--- config.mk ---
export PLATFORM = sky130hd
export DESIGN_NAME = lru_slot_manager_pinned_root_core
export DESIGN_NICKNAME = d
export VERILOG_FILES = /design/src/hdl/lsm_pkg.sv /design/src/hdl/lsm_ram.sv /design/src/hdl/lru_slot_manager_pinned_root_core.sv
export VERILOG_INCLUDE_DIRS = /design/src /design/src/hdl
export SDC_FILE = /design/constraint.sdc
export NUM_CORES = 1
export LEC_CHECK = 0
export BUFFER_PORTS_ARGS = -buffer_cell sky130_fd_sc_hd__buf_2
export CORE_MARGIN = 2
export CORE_UTILIZATION = 25
export CTS_BUF_LIST = sky130_fd_sc_hd__clkbuf_8
export CTS_CLUSTER_SIZE = 24
export DETAILED_ROUTE_END_ITERATION = 6
export HOLD_SLACK_MARGIN = 0.15
export PLACE_DENSITY_LB_ADDON = 0.2
export SLEW_MARGIN = 20
export SYNTH_ARGS = -nofsm -noshare
export SYNTH_HDL_FRONTEND = slang
export SYNTH_HIERARCHICAL = 1
export SYNTH_SLANG_ARGS = --single-unit
--- constraint.sdc ---
create_clock -name clk -period 6.1 [get_ports clk]
set_clock_uncertainty 0.15 [all_clocks]
set_input_delay 1.22 -clock clk [delete_from_list [all_inputs] [get_ports clk]]
set_output_delay 1.22 -clock clk [all_outputs]
set_load 0.03 [all_outputs]
--- src/hdl/lru_slot_manager_pinned_root_core_defines.svh ---
// ----------------------------------------------------------------------------
// LRU slot manager assertion macros
// Concurrent assertion helpers, compiled out when SYNTH is defined.
// ----------------------------------------------------------------------------
`ifndef LRU_SLOT_MANAGER_PINNED_ROOT_CORE_DEFINES_SVH
`define LRU_SLOT_MANAGER_PINNED_ROOT_CORE_DEFINES_SVH

`ifndef SYNTH
// Property that holds at every clock edge outside reset
`define LSM_ASSERT(name, clk, rst_n, prop, msg) \
	name: assert property (@(posedge clk) disable iff (!rst_n) (prop)) else $error(msg);
// Condition in one cycle implies a consequence in the next
`define LSM_ASSERT_NEXT(name, clk, rst_n, ante, cons, msg) \
	name: assert property (@(posedge clk) disable iff (!rst_n) (ante) |=> (cons)) else $error(msg);
`else
`define LSM_ASSERT(name, clk, rst_n, prop, msg)
`define LSM_ASSERT_NEXT(name, clk, rst_n, ante, cons, msg)
`endif

`endif

--- src/hdl/lsm_pkg.sv ---
// ----------------------------------------------------------------------------
// LRU slot manager package
// Widths, command and status codes, and sequencer states.
// ----------------------------------------------------------------------------
package lsm_pkg;

	// Pool geometry
	localparam int SLOT_COUNT = 32;
	localparam int SLOT_W     = 5;
	localparam int COUNT_W    = 6;
	localparam int CMD_W      = 3;
	localparam int STATUS_W   = 3;

	// Stream payload widths
	localparam int IN_DATA_W  = 8;
	localparam int RES_W      = STATUS_W + SLOT_W + 1 + SLOT_W + SLOT_W;
	localparam int OUT_DATA_W = 24;
	localparam int OUT_PAD_W  = OUT_DATA_W - RES_W;

	// Fixed slots
	localparam logic [SLOT_W-1:0] RESERVED_SLOT = 5'd0;
	localparam logic [SLOT_W-1:0] ROOT_SLOT     = 5'd1;

	// Commands
	localparam logic [CMD_W-1:0] CMD_INSERT_ROOT = 3'd0;
	localparam logic [CMD_W-1:0] CMD_ALLOCATE    = 3'd1;
	localparam logic [CMD_W-1:0] CMD_TOUCH       = 3'd2;
	localparam logic [CMD_W-1:0] CMD_RELEASE     = 3'd3;
	localparam logic [CMD_W-1:0] CMD_LOOKUP      = 3'd4;

	// Status codes
	localparam logic [STATUS_W-1:0] ST_OK                = 3'd0;
	localparam logic [STATUS_W-1:0] ST_NOT_FOUND         = 3'd1;
	localparam logic [STATUS_W-1:0] ST_NOT_EMPTY         = 3'd2;
	localparam logic [STATUS_W-1:0] ST_NO_ROOT           = 3'd3;
	localparam logic [STATUS_W-1:0] ST_ROOT_PROTECTED    = 3'd4;
	localparam logic [STATUS_W-1:0] ST_NOTHING_TO_DELETE = 3'd5;
	localparam logic [STATUS_W-1:0] ST_FULL              = 3'd6;

	// Sequencer states
	typedef enum logic [3:0] {
		S_IDLE,
		S_DECODE,
		S_SCAN_RD,
		S_SCAN_CMP,
		S_POP,
		S_SHIFT_RD,
		S_SHIFT_WR,
		S_HEAD_WR,
		S_DONE
	} state_t;

endpackage

--- src/hdl/lsm_ram.sv ---
// ----------------------------------------------------------------------------
// LRU slot manager RAM
// Simple dual-port RAM: one write port, one read port with registered data.
// ----------------------------------------------------------------------------
module lsm_ram #(
	parameter int WIDTH = 5,
	parameter int DEPTH = 32
) (
	input  logic                     clk,
	input  logic                     we,
	input  logic [$clog2(DEPTH)-1:0] waddr,
	input  logic [WIDTH-1:0]         wdata,
	input  logic [$clog2(DEPTH)-1:0] raddr,
	output logic [WIDTH-1:0]         rdata
);

	logic [WIDTH-1:0] mem_q [DEPTH];
	logic [WIDTH-1:0] rdata_q;

	// Write port and registered read
	always_ff @(posedge clk) begin
		if (we) begin
			mem_q[waddr] <= wdata;
		end
		rdata_q <= mem_q[raddr];
	end

	assign rdata = rdata_q;

endmodule

--- src/hdl/lru_slot_manager_pinned_root_core.sv ---
// ----------------------------------------------------------------------------
// LRU slot manager with pinned root
// Keeps a most-recent-first list of used slots and a LIFO pool of free slots.
// ----------------------------------------------------------------------------
// Usage:
//   The slave stream carries one command per transaction (insert root,
//   allocate, touch, release, lookup) with a slot operand. The master stream
//   returns one result per command: status, granted slot, evicted slot and
//   recency rank. Only one command is in work at a time; s_tready is high
//   while the sequencer is idle, also while a result waits on the master side.
//   Sequence: every command passes from idle through decode to done; insert
//   root adds a head write. A search or reorder of the recency list walks it
//   one entry at a time, a read then a compare or a write per entry, since the
//   list lives in a RAM with one write and one registered read port: a touch
//   scans up to its rank, shifts the more recent entries down and writes the
//   head; allocation from a non-empty pool pops, shifts the list and writes it.
//   Reset: empty list, pool holds slots 2 upward with 2 on top; ready at once.
//   Stall: a result holds on m_tdata until taken; the next command can be
//   accepted and worked, but finishes only once the output register is free.
// ----------------------------------------------------------------------------
`include "lru_slot_manager_pinned_root_core_defines.svh"

module lru_slot_manager_pinned_root_core (
	input  logic                           clk,
	input  logic                           arst_n,
	input  logic                           s_tvalid,
	output logic                           s_tready,
	// [2:0] command, [7:3] slot
	input  logic [lsm_pkg::IN_DATA_W-1:0]  s_tdata,
	output logic                           m_tvalid,
	input  logic                           m_tready,
	// [2:0] status, [7:3] slot_out, [8] evicted_valid, [13:9] evicted_slot,
	// [18:14] recency_rank, [23:19] zero
	output logic [lsm_pkg::OUT_DATA_W-1:0] m_tdata
);

	import lsm_pkg::*;

	state_t state_q, state_d;

	// Command registers
	logic [CMD_W-1:0]    cmd_q;
	logic [SLOT_W-1:0]   slot_q;
	logic                evict_q;
	logic [SLOT_W-1:0]   idx_q;
	logic [SLOT_W-1:0]   head_q;

	// Pool bookkeeping
	logic [COUNT_W-1:0]  count_q;
	logic [COUNT_W-1:0]  fc_q;
	logic [COUNT_W-1:0]  lw_q;

	// Result being built and result on the output
	logic [STATUS_W-1:0] res_status_q;
	logic [SLOT_W-1:0]   res_slot_q;
	logic                res_ev_valid_q;
	logic [SLOT_W-1:0]   res_ev_slot_q;
	logic [SLOT_W-1:0]   res_rank_q;
	logic [STATUS_W-1:0] out_status_q;
	logic [SLOT_W-1:0]   out_slot_q;
	logic                out_ev_valid_q;
	logic [SLOT_W-1:0]   out_ev_slot_q;
	logic [SLOT_W-1:0]   out_rank_q;
	logic                out_valid_q;

	// RAM ports
	logic                ord_we;
	logic [SLOT_W-1:0]   ord_waddr;
	logic [SLOT_W-1:0]   ord_wdata;
	logic [SLOT_W-1:0]   ord_raddr;
	logic [SLOT_W-1:0]   ord_rdata;
	logic                stk_we;
	logic [SLOT_W-1:0]   stk_waddr;
	logic [SLOT_W-1:0]   stk_wdata;
	logic [SLOT_W-1:0]   stk_raddr;
	logic [SLOT_W-1:0]   stk_rdata;

	// Shared index stepper and compare unit
	logic                step_up;
	logic [SLOT_W-1:0]   idx_step;
	logic [SLOT_W-1:0]   cmp_key;
	logic                cmp_eq;
	logic                scan_hit;
	logic                scan_last;
	logic [COUNT_W-1:0]  count_m1;
	logic [COUNT_W-1:0]  pop_idx;
	logic [SLOT_W-1:0]   pop_slot;
	logic                out_free;

	// Decode results
	state_t              dec_next;
	logic [STATUS_W-1:0] dec_status;
	logic [SLOT_W-1:0]   dec_idx;
	logic                dec_evict;

	// Storage
	lsm_ram #(.WIDTH(SLOT_W), .DEPTH(SLOT_COUNT)) u_order_ram (
		.clk   (clk),
		.we    (ord_we),
		.waddr (ord_waddr),
		.wdata (ord_wdata),
		.raddr (ord_raddr),
		.rdata (ord_rdata)
	);

	lsm_ram #(.WIDTH(SLOT_W), .DEPTH(SLOT_COUNT)) u_free_ram (
		.clk   (clk),
		.we    (stk_we),
		.waddr (stk_waddr),
		.wdata (stk_wdata),
		.raddr (stk_raddr),
		.rdata (stk_rdata)
	);

	// Step the index: search up for touch, release and lookup, shift up for
	// release; search and shift down for eviction and insertion at the head
	assign step_up  = !evict_q && (state_q == S_SCAN_CMP || cmd_q == CMD_RELEASE);
	assign idx_step = step_up ? idx_q + SLOT_W'(1) : idx_q - SLOT_W'(1);

	// Compare list entry against the operand, or against the root for eviction
	assign cmp_key   = evict_q ? ROOT_SLOT : slot_q;
	assign cmp_eq    = (ord_rdata == cmp_key);
	assign scan_hit  = evict_q ? !cmp_eq : cmp_eq;
	assign scan_last = evict_q ? (idx_q == '0)
	                           : (({1'b0, idx_q} + COUNT_W'(1)) >= count_q);

	// Pool top; entries below the low watermark were never written, so their reset contents come from the index
	assign count_m1 = count_q - COUNT_W'(1);
	assign pop_idx  = fc_q - COUNT_W'(1);
	assign pop_slot = (pop_idx < lw_q) ? SLOT_W'(SLOT_COUNT - 1) - pop_idx[SLOT_W-1:0]
	                                   : stk_rdata;

	assign out_free = !out_valid_q || m_tready;

	// Decode the command against the counters
	always_comb begin
		dec_next   = S_DONE;
		dec_status = ST_NOT_FOUND;
		dec_idx    = '0;
		dec_evict  = 1'b0;
		case (cmd_q)
			CMD_INSERT_ROOT: begin
				if (count_q != '0) begin
					dec_status = ST_NOT_EMPTY;
				end else begin
					dec_status = ST_OK;
					dec_next   = S_HEAD_WR;
				end
			end
			CMD_ALLOCATE: begin
				if (count_q == '0) begin
					dec_status = ST_NO_ROOT;
				end else if (count_q >= COUNT_W'(SLOT_COUNT)) begin
					dec_status = ST_FULL;
				end else if (fc_q == '0) begin
					dec_status = ST_FULL;
					dec_evict  = 1'b1;
					dec_idx    = count_m1[SLOT_W-1:0];
					dec_next   = S_SCAN_RD;
				end else begin
					dec_status = ST_OK;
					dec_idx    = count_q[SLOT_W-1:0];
					dec_next   = S_POP;
				end
			end
			CMD_TOUCH: begin
				if (slot_q == ROOT_SLOT) begin
					dec_status = ST_OK;
				end else if (count_q != '0) begin
					dec_next = S_SCAN_RD;
				end
			end
			CMD_RELEASE: begin
				if (slot_q == RESERVED_SLOT) begin
					dec_status = ST_NOTHING_TO_DELETE;
				end else if (slot_q == ROOT_SLOT) begin
					dec_status = ST_ROOT_PROTECTED;
				end else begin
					dec_status = ST_NOTHING_TO_DELETE;
					if (count_q != '0) begin
						dec_next = S_SCAN_RD;
					end
				end
			end
			CMD_LOOKUP: begin
				if (count_q != '0) begin
					dec_next = S_SCAN_RD;
				end
			end
			default: begin
				dec_status = ST_NOT_FOUND;
			end
		endcase
	end

	// Next state
	always_comb begin
		state_d = state_q;
		case (state_q)
			S_IDLE: begin
				if (s_tvalid) begin
					state_d = S_DECODE;
				end
			end
			S_DECODE: begin
				state_d = dec_next;
			end
			S_SCAN_RD: begin
				state_d = S_SCAN_CMP;
			end
			S_SCAN_CMP: begin
				if (scan_hit) begin
					if (evict_q || cmd_q == CMD_TOUCH) begin
						state_d = (idx_q == '0) ? S_HEAD_WR : S_SHIFT_RD;
					end else if (cmd_q == CMD_RELEASE) begin
						state_d = scan_last ? S_DONE : S_SHIFT_RD;
					end else begin
						state_d = S_DONE;
					end
				end else if (scan_last) begin
					state_d = S_DONE;
				end else begin
					state_d = S_SCAN_RD;
				end
			end
			S_POP: begin
				state_d = S_SHIFT_RD;
			end
			S_SHIFT_RD: begin
				state_d = S_SHIFT_WR;
			end
			S_SHIFT_WR: begin
				if (step_up) begin
					state_d = ({1'b0, idx_step} < count_q) ? S_SHIFT_RD : S_DONE;
				end else begin
					state_d = (idx_q == SLOT_W'(1)) ? S_HEAD_WR : S_SHIFT_RD;
				end
			end
			S_HEAD_WR: begin
				state_d = S_DONE;
			end
			S_DONE: begin
				if (out_free) begin
					state_d = S_IDLE;
				end
			end
			default: begin
				state_d = S_IDLE;
			end
		endcase
	end

	// Handshake and RAM controls
	always_comb begin
		s_tready  = (state_q == S_IDLE);
		ord_raddr = (state_q == S_SHIFT_RD) ? idx_step : idx_q;
		ord_we    = (state_q == S_SHIFT_WR) || (state_q == S_HEAD_WR);
		ord_waddr = (state_q == S_HEAD_WR) ? '0 : idx_q;
		ord_wdata = (state_q == S_HEAD_WR) ? head_q : ord_rdata;
		stk_raddr = pop_idx[SLOT_W-1:0];
		stk_we    = (state_q == S_SCAN_CMP) && (cmd_q == CMD_RELEASE) && !evict_q
		            && scan_hit && (fc_q < COUNT_W'(SLOT_COUNT));
		stk_waddr = fc_q[SLOT_W-1:0];
		stk_wdata = slot_q;
	end

	// Control state: sequencer, counters, output valid
	always_ff @(posedge clk or negedge arst_n) begin
		if (!arst_n) begin
			state_q     <= S_IDLE;
			count_q     <= '0;
			fc_q        <= COUNT_W'(SLOT_COUNT - 2);
			lw_q        <= COUNT_W'(SLOT_COUNT - 2);
			out_valid_q <= 1'b0;
		end else begin
			state_q <= state_d;
			// Root enters an empty list
			if (state_q == S_DECODE && cmd_q == CMD_INSERT_ROOT && count_q == '0) begin
				count_q <= COUNT_W'(1);
			end
			// Released slot leaves the list
			if (state_q == S_SCAN_CMP && cmd_q == CMD_RELEASE && !evict_q && scan_hit) begin
				count_q <= count_m1;
			end
			if (stk_we) begin
				fc_q <= fc_q + COUNT_W'(1);
			end
			// Pop the pool top into the list
			if (state_q == S_POP) begin
				count_q <= count_q + COUNT_W'(1);
				fc_q    <= pop_idx;
				if (pop_idx < lw_q) begin
					lw_q <= pop_idx;
				end
			end
			if (state_q == S_DONE && out_free) begin
				out_valid_q <= 1'b1;
			end else if (m_tready) begin
				out_valid_q <= 1'b0;
			end
		end
	end

	// Payload: command, index, result fields
	always_ff @(posedge clk) begin
		case (state_q)
			S_IDLE: begin
				if (s_tvalid) begin
					cmd_q  <= s_tdata[CMD_W-1:0];
					slot_q <= s_tdata[CMD_W +: SLOT_W];
				end
			end
			S_DECODE: begin
				evict_q        <= dec_evict;
				idx_q          <= dec_idx;
				head_q         <= (cmd_q == CMD_INSERT_ROOT) ? ROOT_SLOT : slot_q;
				res_status_q   <= dec_status;
				res_slot_q     <= (cmd_q == CMD_INSERT_ROOT && count_q == '0) ? ROOT_SLOT : '0;
				res_ev_valid_q <= 1'b0;
				res_ev_slot_q  <= '0;
				res_rank_q     <= '0;
			end
			S_SCAN_CMP: begin
				if (scan_hit) begin
					res_status_q <= ST_OK;
					if (evict_q) begin
						res_ev_valid_q <= 1'b1;
						res_ev_slot_q  <= ord_rdata;
						res_slot_q     <= ord_rdata;
						head_q         <= ord_rdata;
					end
					if (cmd_q == CMD_LOOKUP) begin
						res_rank_q <= idx_q;
					end
				end else if (!scan_last) begin
					idx_q <= idx_step;
				end
			end
			S_POP: begin
				res_slot_q <= pop_slot;
				head_q     <= pop_slot;
			end
			S_SHIFT_WR: begin
				idx_q <= idx_step;
			end
			S_DONE: begin
				if (out_free) begin
					out_status_q   <= res_status_q;
					out_slot_q     <= res_slot_q;
					out_ev_valid_q <= res_ev_valid_q;
					out_ev_slot_q  <= res_ev_slot_q;
					out_rank_q     <= res_rank_q;
				end
			end
			default: begin
			end
		endcase
	end

	assign m_tvalid = out_valid_q;
	assign m_tdata  = {{OUT_PAD_W{1'b0}}, out_rank_q, out_ev_slot_q, out_ev_valid_q,
	                   out_slot_q, out_status_q};

	// Listed and pooled slots together never exceed the slots but the reserved one
	`LSM_ASSERT(a_slot_conservation, clk, arst_n, ({1'b0, count_q} + {1'b0, fc_q}) <= (COUNT_W + 1)'(SLOT_COUNT - 1), "slot leaked or duplicated between list and pool")
	// Pool low watermark never lies above the pool depth
	`LSM_ASSERT(a_watermark_bound, clk, arst_n, lw_q <= fc_q, "pool watermark above pool depth")
	// An accepted command blocks the next one until it is worked
	`LSM_ASSERT_NEXT(a_one_in_work, clk, arst_n, s_tvalid && s_tready, !s_tready, "second command accepted while one is in work")

endmodule
==> results <==
- The flow ran to the end, and the final reports show no timing, DRC or antenna violations.
- The die outline width is 268 µm.
- IR analysis of the VDD net gives a maximum drop of 0.260 mV.
- The fraction of synthesized cell area taken by the top area cell type is 64.9%.
- The final layout contains routed wiring with a total length of 42.6 mm.
- The number of optimization iterations in the first detailed-route pass is 4.
- The cell type group with the largest total delay on the critical path is multiplexers.
- The number of inserted diodes is 0.
- The post-route antenna net violation count is 0.
- From synthesis to final layout, the design area changed by 14.3%.
- The via count is 9,338.
- Entering global routing, the biggest net connects 43 pins.
- The worst-path maximum fanout is 25.
- The power density of the placed cells is 503 mW/mm².
- In this run the count of I/O pins placed on the die edge is 38.
- The worst slew margin relative to its limit is 31.8%.
- The count of filler cells inserted in the layout is 6,914.
- For this run, the number of Yosys warnings is 6.
- The worst hold-check path type is flop to flop.
- Global routing finished with a remaining overflow of 0.
- The tree built by TritonCTS fans out to 410 sinks.
- Ranked by total cell area, the synthesized netlist is headed by sky130_fd_sc_hd__edfxtp_1 65%, sky130_fd_sc_hd__mux4_2 13%, sky130_fd_sc_hd__dfrtp_1 2.2%.
- In the routed layout, each cell is associated on average with a via count of 4.52.
- The share of the clock period used by the worst path is 76.1%.
- The clock latency on the worst-skew pair is 0.65 ns.
- The number of hold violations in the final report came to 0.
- In this run the vertical extent of the chip is 268 µm.
- The critical path runs through a total of 10 cells.
- Setup repair after global routing left no endpoint under its margin.
- Static timing analysis puts the maximum clock frequency at 0.215 GHz.
- The via count of the first global-routing pass was 9,609.
- The largest area contributor in the netlist is sky130_fd_sc_hd__edfxtp_1.
- Together, buffers and inverters on the worst path number 1.
- The critical path data arrival time is 5.03 ns.
- The critical-path cell with the highest stage delay is sky130_fd_sc_hd__xor2_4.
- The data required time at the worst endpoint is 6.48 ns.
- The congestion estimate from routability-driven global placement came to 0.782.
- In this run the cell area measured after placement is 0.0187 mm².
- The routed wire length per instance is 20.6 µm.
- The area occupied by multi-input gates is 0.00506 mm².
- The total of max-cap violations is 0.
- The average instance in the mapped netlist occupies 17.2 µm².
- The core area is 0.0688 mm².
- The end-of-flow core utilization is 29.0%.
- The post-cts gate resize count is 0.
- The number of levels the H-tree was split into is 3.
- The quantity of I/O buffers inserted on ports is 32.
- The longest clock path from root to sink contains 3 buffers.
- The number of different library cells in the post-synthesis netlist is 65.
- The final-report max-slew violation count is 0.
- The worst setup path is launched from a flop.
- The CTS root buffer is sky130_fd_sc_hd__clkbuf_8.
- Measured in cells, the most critical reg-to-reg path has a length of 10.
- In the final timing run, aggregate negative setup slack is 0 ns.
- The post-layout minimum cycle time is 4.64 ns.
- Of all flip-flops after synthesis, the portion carrying an async set or reset was 5.61%.
- The number of antenna violations at the first check in global routing came to 1.
- After technology mapping, the gate count stands at 1,012.
- The share of post-route cells with drive strength above 1 is 25.1%.
- The first global-routing pass estimated 63.6 mm of wire.
- The global-route total usage across every layer is 12.0%.
- The number of hold buffers added after CTS was 0.
- The worst-margin pin slew is 1.02 ns.
- For this run, design rule violations remaining after detail routing come to 0.
- Counting flops with a built-in enable in the synthesized netlist gives 377.
- The total power after layout is 10,000 µW.
- Setup violations remaining at the end of the flow were counted as 0.
- The worst setup path is captured at a flop.
- The TritonCTS clock tree is yes.
- The clock-pin slew on the worst setup and hold paths is 0.06 ns.
- The most common cell in the netlist is sky130_fd_sc_hd__edfxtp_1.
- Synthesis inferred 410 register bits.
- The critical path goes through and2_1 > nand2_4 > a21oi_2 > mux2i_1 > nor2_1 > xor2_4 > buf_4 > mux4_2 > mux4_2 > mux2_2.
- The main flop type after synthesis is sky130_fd_sc_hd__edfxtp_1.
- The net count of the finished layout is 1,116.
- The register-to-register setup slack is 1.46 ns.
- Row generation in the floorplan step produced 96 rows.
- The number of clock buffers inserted by TritonCTS is 71.
- The half-perimeter wire length after placement is 27.8 mm.
- The sequential cells in the finished layout cover a total of 0.0121 mm².
- The reported leakage power is 0.00647 µW.
- The final instance area is 0.0200 mm².
- The worst hold margin is 0.261 ns.
- The post-synthesis instance area is 0.0175 mm².
- After the first detailed-routing iteration, the DRC count stood at 738.
- The critical path in this run is classified as flop to flop.
- The worst hold path was traced through 0 stages.
- The maximum single-stage delay on the critical path is 0.82 ns.
- The floorplan step defined a die boundary enclosing 0.0720 mm².
- Sequential cells were found to cover 69.4% of the synthesized design area.
- The cell repeated most along the worst path is sky130_fd_sc_hd__mux4_2.
- By count the netlist is led by 377 x sky130_fd_sc_hd__edfxtp_1, 100 x sky130_fd_sc_hd__mux4_2, 95 x sky130_fd_sc_hd__nor2_1.
- The starting density of the core is 25.4%.
- Buffers added to address setup during post-CTS repair amount to 0.
-- report_power, final --
group	switching, µW	leakage (µW)	internal (µW)
Clock	1150	0.000751	1120
Sequential	301	0.00377	3630
Combinational	2170	0.00195	1680
Total	3620	0.00647	6420
-- state kept, by name, indices dropped and copies added, names as in the netlist, 4 cells and up --
| register | flops |
|---|---|
| state_q | 4 |
| fc_q | 6 |
| u_order_ram/mem_q | 160 |
| head_q | 5 |
| count_q | 6 |
| res_rank_q | 5 |
| u_order_ram/rdata | 5 |
| res_ev_slot_q | 5 |
| out_ev_slot_q | 5 |
| out_slot_q | 5 |
| u_free_ram/rdata | 5 |
| idx_q | 5 |
| lw_q | 6 |
| slot_q | 5 |
| out_rank_q | 5 |
| u_free_ram/mem_q | 160 |
| res_slot_q | 5 |
-- path summary, 6_finish.rpt --
check,start,to
worst max-delay path,state_q[0],u_order_ram/rdata[0]
worst min register to register,res_rank_q[1],out_rank_q[1]
max in group asynchronous,arst_n,fc_q[0]
worst max register to register,state_q[0],u_order_ram/rdata[0]
worst min-delay path,res_rank_q[1],out_rank_q[1]
min in group asynchronous,arst_n,count_q[0]
-- metal layers --
| layer | track usage (%) | wire length [µm] |
|---|---|---|
| met1 | 16.4 | 19600 |
| met2 | 18.6 | 20000 |
| met3 | 2.56 | 1980 |
| met4 | 4.59 | 993 |
| met5 | 0 | 0 |
-- logic make-up after synthesis --
group	synth area share [%]
and+or+nand+nor	6.64
adders and majority gates	1.72
xor gates and xnor gates	1.20
buffers and inverters	2.03
muxes	15.0
AOI/OAI and AO/OA	4.03
other	0.0215
DFF	69.4
-- through the flow --
step                instances  setup slack, ns
floorplan                1016             2.72
detailed placement       1938             1.42
CTS                      2066             1.43
global placement         1938             1.50
finish                   2066             1.46
global route             2066             1.22
-- placed cells by master (no fill, tap or decap), types with 6 or more instances in the layout --
master	synthesis	layout
sky130_fd_sc_hd__a21oi_1	23	23
sky130_fd_sc_hd__a31oi_1	8	8
sky130_fd_sc_hd__and2_1	8	8
sky130_fd_sc_hd__and3_1	11	11
sky130_fd_sc_hd__buf_2	12	32
sky130_fd_sc_hd__buf_4	8	11
sky130_fd_sc_hd__clkbuf_8	0	72
sky130_fd_sc_hd__clkinv_1	0	12
sky130_fd_sc_hd__clkinv_2	0	9
sky130_fd_sc_hd__dfrtp_1	15	15
sky130_fd_sc_hd__dfstp_2	8	8
sky130_fd_sc_hd__dfxtp_1	10	10
sky130_fd_sc_hd__edfxtp_1	377	377
sky130_fd_sc_hd__ha_1	24	24
sky130_fd_sc_hd__inv_1	30	57
sky130_fd_sc_hd__mux2_2	20	20
sky130_fd_sc_hd__mux2i_1	14	14
sky130_fd_sc_hd__mux4_2	100	100
sky130_fd_sc_hd__nand2_1	35	35
sky130_fd_sc_hd__nand3_1	12	12
sky130_fd_sc_hd__nand3b_1	12	12
sky130_fd_sc_hd__nand4_1	6	6
sky130_fd_sc_hd__nor2_1	95	95
sky130_fd_sc_hd__nor2b_1	7	6
sky130_fd_sc_hd__nor3_1	10	10
sky130_fd_sc_hd__o21ai_0	26	25
sky130_fd_sc_hd__o22ai_1	8	8
sky130_fd_sc_hd__or3_1	6	6
sky130_fd_sc_hd__or3b_2	8	8
sky130_fd_sc_hd__xnor2_1	14	13
sky130_fd_sc_hd__xor2_1	10	8
-- layout make-up --
type                       count  area share (%)
inverter                      30           0.564
multi-input combinational    524            25.4
clock buffer                  72            4.97
tap                          931            5.84
sequential                   410            60.7
clock inverter                56            1.36
timing repair buffer          43            1.22
Note: power is estimated with default switching activity, not from simulation.
